$ cat config.mk
export PLATFORM = sky130hd
export DESIGN_NAME = band_energy_adaptive_trigger_core
export DESIGN_NICKNAME = d
export VERILOG_FILES = /design/src/hw/rtl/beat_pkg.sv /design/src/hw/rtl/band_energy_adaptive_trigger_core.sv
export SDC_FILE = /design/constraint.sdc
export NUM_CORES = 1
export LEC_CHECK = 0
export ABC_AREA = 1
export BUFFER_PORTS_ARGS = -buffer_cell sky130_fd_sc_hd__clkbuf_2
export CORE_UTILIZATION = 33
export DETAILED_ROUTE_END_ITERATION = 6
export PLACE_DENSITY = 0.5
export SYNTH_ARGS = -nofsm -noshare
export SYNTH_HDL_FRONTEND = slang
export SYNTH_SLANG_ARGS = --single-unit
$ cat constraint.sdc
create_clock -name clk -period 14.9 [get_ports clk]
set_input_delay 0.745 -clock clk [delete_from_list [all_inputs] [get_ports clk]]
set_output_delay 0.745 -clock clk [all_outputs]
set_load 0.01 [all_outputs]
$ cat src/hw/rtl/beat_pkg.sv
// Shared types and constants for the band energy adaptive trigger.
// Holds the item structs, configuration register indexes and fixed widths.
// Depends on nothing; every block file refers to it by scoped names.
`timescale 1ns / 1ps

package beat_pkg;

    localparam int MAG_W    = 16;
    localparam int SUM_W    = 22;
    localparam int THR_W    = 24;
    localparam int CMP_W    = THR_W + 2;
    localparam int IDX_W    = 4;
    localparam int MARGIN_W = 9;
    localparam int STEP_W   = 8;
    localparam int BPB_W    = 7;
    localparam int CFG_IW   = 2;
    localparam int CFG_DW   = 9;

    localparam logic [SUM_W-1:0] SUM_MAX = {SUM_W{1'b1}};
    localparam logic signed [CMP_W-1:0] THR_MAX = CMP_W'((1 << (THR_W - 1)) - 1);
    localparam logic signed [CMP_W-1:0] THR_MIN = -CMP_W'(1 << (THR_W - 1));

    localparam logic [MARGIN_W-1:0] MARGIN_RST = 9'd13;
    localparam logic [STEP_W-1:0]   STEP_RST   = 8'd3;
    localparam logic [BPB_W-1:0]    BPB_RST    = 7'd16;

    typedef enum logic [CFG_IW-1:0] {
        CFG_MARGIN        = 2'd0,
        CFG_STEP          = 2'd1,
        CFG_BINS_PER_BAND = 2'd2
    } cfg_index_t;

    typedef struct packed {
        logic [MAG_W-1:0] magnitude;
        logic             frame_end;
    } bin_item_t;

    typedef struct packed {
        logic [IDX_W-1:0] band_index;
        logic [SUM_W-1:0] band_sum;
        logic             band_lit;
        logic             band_last;
    } band_item_t;

endpackage

$ cat src/hw/rtl/band_energy_adaptive_trigger_core.sv
// Top level of the band energy adaptive trigger: bin accumulation, per-band
// threshold tracking and the output register, in one module.
// Depends on beat_pkg for item types, widths and register indexes.
`timescale 1ns / 1ps

// How the block is used
// ---------------------
// Spectrum bins arrive on the bin channel (bin_valid, bin_stall, bin_data), one
// bin per item. Each run of bins_per_band bins is summed into a band; at the end
// of a band that band's threshold is nudged up or down by the step, and a band
// item (band index, sum, lit flag, last flag) leaves on the band channel
// (band_valid, band_stall, band_data). Bins beyond the last band are dropped
// until frame_end; a frame_end bin that does not close a band discards the
// partial sum and restarts the frame at band 0.
// An accepted bin is held in an input register and handled when the output
// register can take a result; the add, the threshold update and both compares
// sit between the input register and the output register. One bin is taken in
// every cycle while bin_stall is low. When the receiver stalls, the output
// register holds its item and the input register fills; bin_stall rises only
// while both are full. Reset clears the counters, the accumulator, all
// thresholds and both valid flags, and loads the configuration defaults.
// Configuration is written through cfg_valid/cfg_ready (always ready); write it
// only while no bin is in flight, which the block itself leaves to the user.
module band_energy_adaptive_trigger_core #(
    parameter int BANDS             = 16,
    parameter int MAX_BINS_PER_BAND = 64
) (
    input  logic                                  clk,
    input  logic                                  rst_n,

    input  logic                                  bin_valid,
    output logic                                  bin_stall,
    input  beat_pkg::bin_item_t                   bin_data,

    output logic                                  band_valid,
    input  logic                                  band_stall,
    output beat_pkg::band_item_t                  band_data,

    input  logic                                  cfg_valid,
    output logic                                  cfg_ready,
    input  logic [beat_pkg::CFG_IW-1:0]           cfg_index,
    input  logic [beat_pkg::CFG_DW-1:0]           cfg_data
);

    // Band counter must hold BANDS itself (the "past the last band" state).
    localparam int BW  = $clog2(BANDS + 1);
    localparam int TIW = (BANDS > 1) ? $clog2(BANDS) : 1;
    // Bin counter holds values up to the band length.
    localparam int CW  = $clog2(MAX_BINS_PER_BAND + 1);
    localparam int LW  = (CW > beat_pkg::BPB_W) ? CW : beat_pkg::BPB_W;

    localparam logic [BW-1:0] LAST_BAND = BW'(BANDS - 1);
    localparam logic [BW-1:0] BAND_LIM  = BW'(BANDS);
    localparam logic [LW-1:0] LEN_MAX   = LW'(MAX_BINS_PER_BAND);

    // Configuration registers.
    logic [beat_pkg::MARGIN_W-1:0] margin_reg;
    logic [beat_pkg::STEP_W-1:0]   step_reg;
    logic [beat_pkg::BPB_W-1:0]    bpb_reg;

    // Frame state.
    logic [beat_pkg::SUM_W-1:0]    acc_reg, acc_next;
    logic [CW-1:0]                 bin_cnt_reg, bin_cnt_next;
    logic [BW-1:0]                 band_cnt_reg, band_cnt_next;
    logic signed [beat_pkg::THR_W-1:0] thr_reg [BANDS];

    // Input and output registers.
    logic                          in_vld_reg;
    beat_pkg::bin_item_t           in_item_reg;
    logic                          out_vld_reg, out_vld_next;
    beat_pkg::band_item_t          out_item_reg;

    logic                          advance;
    logic                          accept;
    logic                          has_result;
    logic                          thr_we;
    logic [TIW-1:0]                thr_idx;

    logic [LW-1:0]                 bpb_ext;
    logic [CW-1:0]                 band_len;
    logic [beat_pkg::SUM_W:0]      sum_wide;
    logic [beat_pkg::SUM_W-1:0]    sum_sat;
    logic [CW:0]                   cnt_inc;
    logic signed [beat_pkg::CMP_W-1:0] sum_ext, thr_ext, thr_lim, thr_adj, thr_sat;
    logic signed [beat_pkg::THR_W-1:0] thr_new;
    logic                          lit;
    logic                          last;

    assign cfg_ready = 1'b1;

    // The input register moves on whenever the output register is free or
    // its item is being taken this cycle.
    assign advance   = !out_vld_reg || !band_stall;
    assign bin_stall = in_vld_reg && !advance;
    assign accept    = bin_valid && !bin_stall;

    assign band_valid = out_vld_reg;
    assign band_data  = out_item_reg;

    // Effective band length: zero acts as one, and it is clipped to the maximum.
    assign bpb_ext = LW'(bpb_reg);
    always_comb
    begin
        priority if (bpb_reg == '0)
            band_len = CW'(1);
        else if (bpb_ext > LEN_MAX)
            band_len = CW'(LEN_MAX);
        else
            band_len = CW'(bpb_ext);
    end

    // Saturating accumulation and bin count.
    assign sum_wide = {1'b0, acc_reg} + (beat_pkg::SUM_W + 1)'(in_item_reg.magnitude);
    assign sum_sat  = sum_wide[beat_pkg::SUM_W] ? beat_pkg::SUM_MAX
                                                : sum_wide[beat_pkg::SUM_W-1:0];
    assign cnt_inc  = {1'b0, bin_cnt_reg} + (CW + 1)'(1);

    // Threshold update for the band being closed.
    assign thr_idx = TIW'(band_cnt_reg);
    assign sum_ext = signed'(beat_pkg::CMP_W'(sum_sat));
    assign thr_ext = beat_pkg::CMP_W'(thr_reg[thr_idx]);
    assign thr_lim = thr_ext - signed'(beat_pkg::CMP_W'(margin_reg));

    always_comb
    begin
        if (sum_ext > thr_lim)
            thr_adj = thr_ext + signed'(beat_pkg::CMP_W'(step_reg));
        else
            thr_adj = thr_ext - signed'(beat_pkg::CMP_W'(step_reg));

        priority if (thr_adj > beat_pkg::THR_MAX)
            thr_sat = beat_pkg::THR_MAX;
        else if (thr_adj < beat_pkg::THR_MIN)
            thr_sat = beat_pkg::THR_MIN;
        else
            thr_sat = thr_adj;
    end

    assign thr_new = thr_sat[beat_pkg::THR_W-1:0];
    assign lit     = sum_ext > thr_sat;
    assign last    = in_item_reg.frame_end || (band_cnt_reg == LAST_BAND);

    // Frame control: what the bin in the input register does to the counters.
    always_comb
    begin
        acc_next      = acc_reg;
        bin_cnt_next  = bin_cnt_reg;
        band_cnt_next = band_cnt_reg;
        has_result    = 1'b0;

        if (in_vld_reg && advance)
        begin
            if (band_cnt_reg >= BAND_LIM)
            begin
                // Past the last band: wait for the end of the frame.
                if (in_item_reg.frame_end)
                begin
                    acc_next      = '0;
                    bin_cnt_next  = '0;
                    band_cnt_next = '0;
                end
            end
            else if (cnt_inc < (CW + 1)'(band_len))
            begin
                if (in_item_reg.frame_end)
                begin
                    acc_next      = '0;
                    bin_cnt_next  = '0;
                    band_cnt_next = '0;
                end
                else
                begin
                    acc_next     = sum_sat;
                    bin_cnt_next = cnt_inc[CW-1:0];
                end
            end
            else
            begin
                has_result   = 1'b1;
                acc_next     = '0;
                bin_cnt_next = '0;
                if (in_item_reg.frame_end)
                    band_cnt_next = '0;
                else
                    band_cnt_next = band_cnt_reg + BW'(1);
            end
        end
    end

    assign thr_we = has_result;

    always_comb
    begin
        if (advance)
            out_vld_next = in_vld_reg && has_result;
        else
            out_vld_next = out_vld_reg;
    end

    // Control state, configuration and thresholds.
    always_ff @(posedge clk or negedge rst_n)
    begin
        if (!rst_n)
        begin
            margin_reg   <= beat_pkg::MARGIN_RST;
            step_reg     <= beat_pkg::STEP_RST;
            bpb_reg      <= beat_pkg::BPB_RST;
            acc_reg      <= '0;
            bin_cnt_reg  <= '0;
            band_cnt_reg <= '0;
            in_vld_reg   <= 1'b0;
            out_vld_reg  <= 1'b0;
            for (int i = 0; i < BANDS; i++)
                thr_reg[i] <= '0;
        end
        else
        begin
            if (cfg_valid && cfg_ready)
            begin
                unique case (cfg_index)
                    beat_pkg::CFG_MARGIN:
                        margin_reg <= cfg_data;
                    beat_pkg::CFG_STEP:
                        step_reg <= cfg_data[beat_pkg::STEP_W-1:0];
                    beat_pkg::CFG_BINS_PER_BAND:
                        bpb_reg <= cfg_data[beat_pkg::BPB_W-1:0];
                    default:
                        ;
                endcase
            end

            acc_reg      <= acc_next;
            bin_cnt_reg  <= bin_cnt_next;
            band_cnt_reg <= band_cnt_next;
            out_vld_reg  <= out_vld_next;

            if (accept)
                in_vld_reg <= 1'b1;
            else if (advance)
                in_vld_reg <= 1'b0;

            if (thr_we)
                thr_reg[thr_idx] <= thr_new;
        end
    end

    // Payload registers.
    always_ff @(posedge clk)
    begin
        if (accept)
            in_item_reg <= bin_data;

        if (advance && has_result)
        begin
            out_item_reg.band_index <= beat_pkg::IDX_W'(band_cnt_reg);
            out_item_reg.band_sum   <= sum_sat;
            out_item_reg.band_lit   <= lit;
            out_item_reg.band_last  <= last;
        end
    end

endmodule
**After elaboration in Yosys (flattened, before gate mapping)**

Index checks and enable logic that the tools add are counted.
W data, S select, Z words.

- Flip-flop bits (word level): 489
- Output and inout bits: 31

- Equality and inequality tests: 4
- Reductions and logical operators: 19
- $lt $le $gt $ge: 9
- $add $sub $neg: 6
- Mux-type cells: 29
- Bitwise logic cells: 1

Operators with widths:

| operator | number |
|---|---|
| $bwmux W384 | 1 |
| $mux W22 | 5 |
| $bmux W24 S4 | 1 |
| $demux W24 S4 | 1 |
| $mux W26 | 3 |
| $mux W24 | 3 |
| $mux W7 | 6 |
| $gt A23 B26 Y1 | 1 |
| $gt A26 B24 Y1 const B | 1 |
| $lt A26 B24 Y1 const B | 1 |
| $add A24 B9 Y25 | 1 |
| $gt A23 B25 Y1 | 1 |
| $sub A24 B10 Y25 | 1 |
| $sub A24 B9 Y25 | 1 |
| $add A22 B16 Y23 | 1 |
| $mux W5 | 4 |
| $ge A5 B5 Y1 const B | 2 |
| $add A7 B1 Y8 const B | 1 |
| $lt A8 B7 Y1 | 1 |
| $reduce_and A2 Y1 | 4 |
| $gt A7 B7 Y1 const B | 1 |
| $logic_not A7 Y1 | 1 |
| $logic_and A1 B1 Y1 | 6 |
| $add A5 B1 Y5 const B | 1 |
| 11 further kinds | 19 |

**Depth between registers and ports, before layout**

- Depth in word-level cells: 11
- Depth in mapped cells: 63
- Mapped depth without buffers: 57

**Worst setup path before layout**

Ideal clock, no wire load.

- Kind: reg2reg
- Start point: reg band_cnt_reg[0]
- End point: reg out_item_reg, in the netlist band_data[1] (data pin)
- Arrival: 8.391 ns
- Path buffers: 9
- Cell stages (with the launch flop): 62
- Path slack: 6.240 ns
- Clock period less this slack: 8.660 ns
- Data required time: 14.631 ns
- Setup time: 0.269 ns
- Cell sequence: dfrtp_1 buf_6 inv_2 buf_6 clkbuf_1 buf_2 clkbuf_1 buf_1 nor2_1 o22ai_1 nand2_1 nand4_1 ha_1 a21oi_1 o21ai_0 nand2_1 o2111ai_1 nor2_1 (+26 left out) xnor2_1 inv_1 nand2_4 buf_6 nand2_4 buf_6 inv_1 ha_1 a21oi_1 o21ai_0 nand3_1 o2111ai_1 nand2_1 a21oi_1 nor4_1 o21ai_0 o41ai_1 o31ai_1

- Word-level cells in the longest chain between the ends: 11
- Elaborated cells on any way between the ends: 14

Ends and longest elaborated chain:

| what | line | RTL |
|---|---|---|
| from (decl) | band_energy_adaptive_trigger_core.sv:64 | `logic [BW-1:0] band_cnt_reg, band_cnt_next;` |
| from (signal assigned) | band_energy_adaptive_trigger_core.sv:234 | `band_cnt_reg <= band_cnt_next;` |
| $not A4 Y5 (implied by the code) (*) | band_energy_adaptive_trigger_core.sv:121 | `assign thr_ext = beat_pkg::CMP_W'(thr_reg[thr_idx]);` |
| $bmux W24 S4 (*) | band_energy_adaptive_trigger_core.sv:121 |  |
| $mux W24 (implied by the code) (*) (2 in series) | band_energy_adaptive_trigger_core.sv:121 |  |
| $sub A24 B10 Y25 | band_energy_adaptive_trigger_core.sv:122 | `assign thr_lim = thr_ext - signed'(beat_pkg::CMP_W'(margin_reg));` |
| $gt A23 B25 Y1 | band_energy_adaptive_trigger_core.sv:126 | `if (sum_ext > thr_lim)` |
| $mux W26 (*) | band_energy_adaptive_trigger_core.sv:126 |  |
| $lt A26 B24 Y1 | band_energy_adaptive_trigger_core.sv:133 | `else if (thr_adj < beat_pkg::THR_MIN)` |
| $mux W26 | band_energy_adaptive_trigger_core.sv:133 |  |
| $mux W26 (*) | band_energy_adaptive_trigger_core.sv:131 | `priority if (thr_adj > beat_pkg::THR_MAX)` |
| $gt A23 B26 Y1 (*) | band_energy_adaptive_trigger_core.sv:140 | `assign lit = sum_ext > thr_sat;` |
| net lit | band_energy_adaptive_trigger_core.sv:86 | `logic lit;` |
| to (decl) | band_energy_adaptive_trigger_core.sv:71 | `beat_pkg::band_item_t out_item_reg;` |

The timed path passes the listed nets; every way through them passes the cells marked *. The select of a mux whose other input is x is not followed.
A chain may end at the register's enable or synchronous reset.

**Worst setup path in the final report**

- Start point: reg band_cnt_reg[1]
- End point: reg out_item_reg, in the netlist band_data[1] (data pin)

Same word-level chain as after synthesis.

==> metrics.yaml <==
status: "complete, but fails checks"
violations: "DRC"
crit_arrival_ps: 11520
grt_pass1_wl_um: 138900
antenna_found_initial: 1
synth_top_family_by_area: "simple AND/OR/NAND/NOR gates"
fp.dieW_um: 288.3
ys_seq_area_frac: 0.4611
drt_wl_total_um: 89210
rsz0062_at_grt: "false"
start_util: 0.3346
cts-root-buf: "clkbuf_16"
synthesis.nets: 3795
postCtsSetupBuffers: 0
cts_resized: 0
grt_max_degree: 137
wl_per_cell_um: 18.80
synthDistinctLibCells: 53
yosysTopAreaCell: "dfrtp_1"
hpwl_um: 57050
hp-class: "input port to async pin"
cts_tree: "done"
ys_ff_latch: 489
placedCellCount: 4639
layout-drive-gt1-share: 0.07300
cts_num_sinks: 489
drv_slew: 0
syn_area_sq_um: 27040
synth-simple-area-share: 0.3183
layoutNonFillerInstCount: 4745
regArea_sq_um: 12480
num_antenna_cells: 0
io_pins: 64
remaining_drc_errors: 17
crit_required_ps: 15270
slowest_stage: "dfrtp_4"
fin_crit_ps: 11160
netlist.area_leader.share: 0.4053
avgViaCountPerCell: 4.930
yosys-top-cells-count: "nand2_1, dfrtp_1, inv_1"
avgSynthCellArea_sq_um: 7.407
htreeDepth: 2
fp.dieArea_sq_um: 83090
ant_nets: 0
synthCells: 3651
drt_pass1_iterations: 7
critPathCaptureType: "register"
cts-hold-fix-buffers: 0
core-area_sq_um: 80810
syn2layout_area_growth_pct: 11.30
synth-warning-count: 0
slowest_delay_ps: 750
muxShareOfSynthArea: 0.0003701
rows: 104
worstMarginPinSlew_ps: 1249
clk_pin_slew_ps: 60
synthTopCellsByArea: "dfrtp_1, nand2_1, edfxtp_1"
cpMostUsedCell: "nand2_1"
num-fill-cells: 8430
fin_setup_tns_ps: 0
synthArstFlopShare: 0.9080
multi_input_area_sq_um: 12640
finalSetupViolCount: 0
worstSetupPathType: "register to register"
drv_cap: 0
synthAdderAreaFrac: 0.05219
cts_buffers: 58
fin_hold_ws_ps: 46.12
track_usage: 0.2170
fin_worst_skew_ps: 26.94
largest_register_ffs: 384
port_buffers: 62
die_y_um: 288.3
fmax_mhz: 89.63
overflow: 0
cp-start-kind: "register"
crit_fanout: 42
cts_buffer_depth: 3
synth_xor_area_frac: 0.01717
dr.first_iter.drc_count: 1901
fin_crit_sh: 0.7488
synth-edff-count: 45
finalNetCount: 3783
max_slew_margin: 0.1666
hold_viol_final: 0
synth_compound_area_frac: 0.07699
clock_latency_ps: 650
synth_most_common_cell: "nand2_1"
ys.flop_type: "dfrtp_1"
grt_pass1_vias: 22610
vias: 23390
gp_congestion: 0.8876
through the flow:
step / utilization / area [sq um] / worst slack [ps]
finish: 0.3725 / 30100 / 3744
global route: 0.3725 / 30100 / 2447
CTS: 0.3725 / 30100 / 3801
detailed placement: 0.3488 / 28180 / 3847
global placement: 0.3488 / 28180 / 4023
floorplan: - / 27040 / 6240
cell type report:
class | count | area share
multi-input cells | 2697 | 0.4199
repair buffers | 105 | 0.02178
flip-flops and latches | 489 | 0.4146
well taps | 1060 | 0.04407
inverters | 288 | 0.03613
clock inverters | 19 | 0.008356
clock buffers | 87 | 0.05525
path summary, 6_finish.rpt:
check                                start               to  slack (ps)  cells past startpoint
hold / removal                       rst_n   bin_cnt_reg[1]          50                      1
hold reg to reg                thr_reg[29]      thr_reg[29]         470                      2
setup / recovery           band_cnt_reg[1]     band_data[1]        3740                     56
max in group asynchronous            rst_n     thr_reg[354]       12220                      4
min in group clk              bin_data[10]  in_item_reg[10]         290                      1
setup reg to reg           band_cnt_reg[1]     band_data[1]        3740                     56
cell families (layout without fill, tap and decap cells):
family | after synthesis | after routing
AOI/OAI and AO/OA | 376 | 376
xor gates and xnor gates | 53 | 53
adders and majority gates | 111 | 111
buffers and inverters | 465 | 499
DFF | 489 | 489
muxes | 1 | 1
other | 1 | 1
and+or+nand+nor | 2155 | 2155
layer usage:
metal	GRT usage	vias to the layer above	share of wire
met5	0	-	0.00015
met4	0.05132	2	0.020
met3	0.03547	110	0.058
met2	0.3482	627	0.46
met1	0.3042	11240	0.47
li1	-	11420	-
layout by cell type (no fill, tap or decap), types with 4 or more instances in the layout:
master / n
a21boi_0: 5
a21oi_1: 85
a22o_1: 12
a31oi_1: 4
buf_4: 42
bufinv_16: 4
clkbuf_1: 21
clkbuf_16: 60
clkbuf_2: 61
clkbuf_8: 6
clkinv_2: 9
dfrtp_1: 436
dfstp_2: 6
edfxtp_1: 45
ha_1: 108
inv_1: 284
nand2_1: 1738
nand2_2: 4
nand2_4: 23
nand3_1: 122
nand4_1: 26
nor2_1: 179
nor2_2: 23
nor3_1: 14
nor4_1: 6
o211ai_1: 4
o21ai_0: 190
o21ai_1: 10
o22ai_1: 44
or2_2: 11
xnor2_1: 14
xor2_1: 39
critical path: cells and delay by family (launching register included):
kind / cells / cell delay [ps]
XOR/XNOR: 2 / 530
flip-flops: 1 / 750
AO/OA/AOI/OAI: 17 / 3030
buffers and inverters: 5 / 1230
adder cells (fa/ha/maj): 5 / 1550
AND/OR/NAND/NOR: 27 / 3730
Power is not shown: default switching activity piles up to over one toggle a cycle in this logic, so the estimate is an artifact.
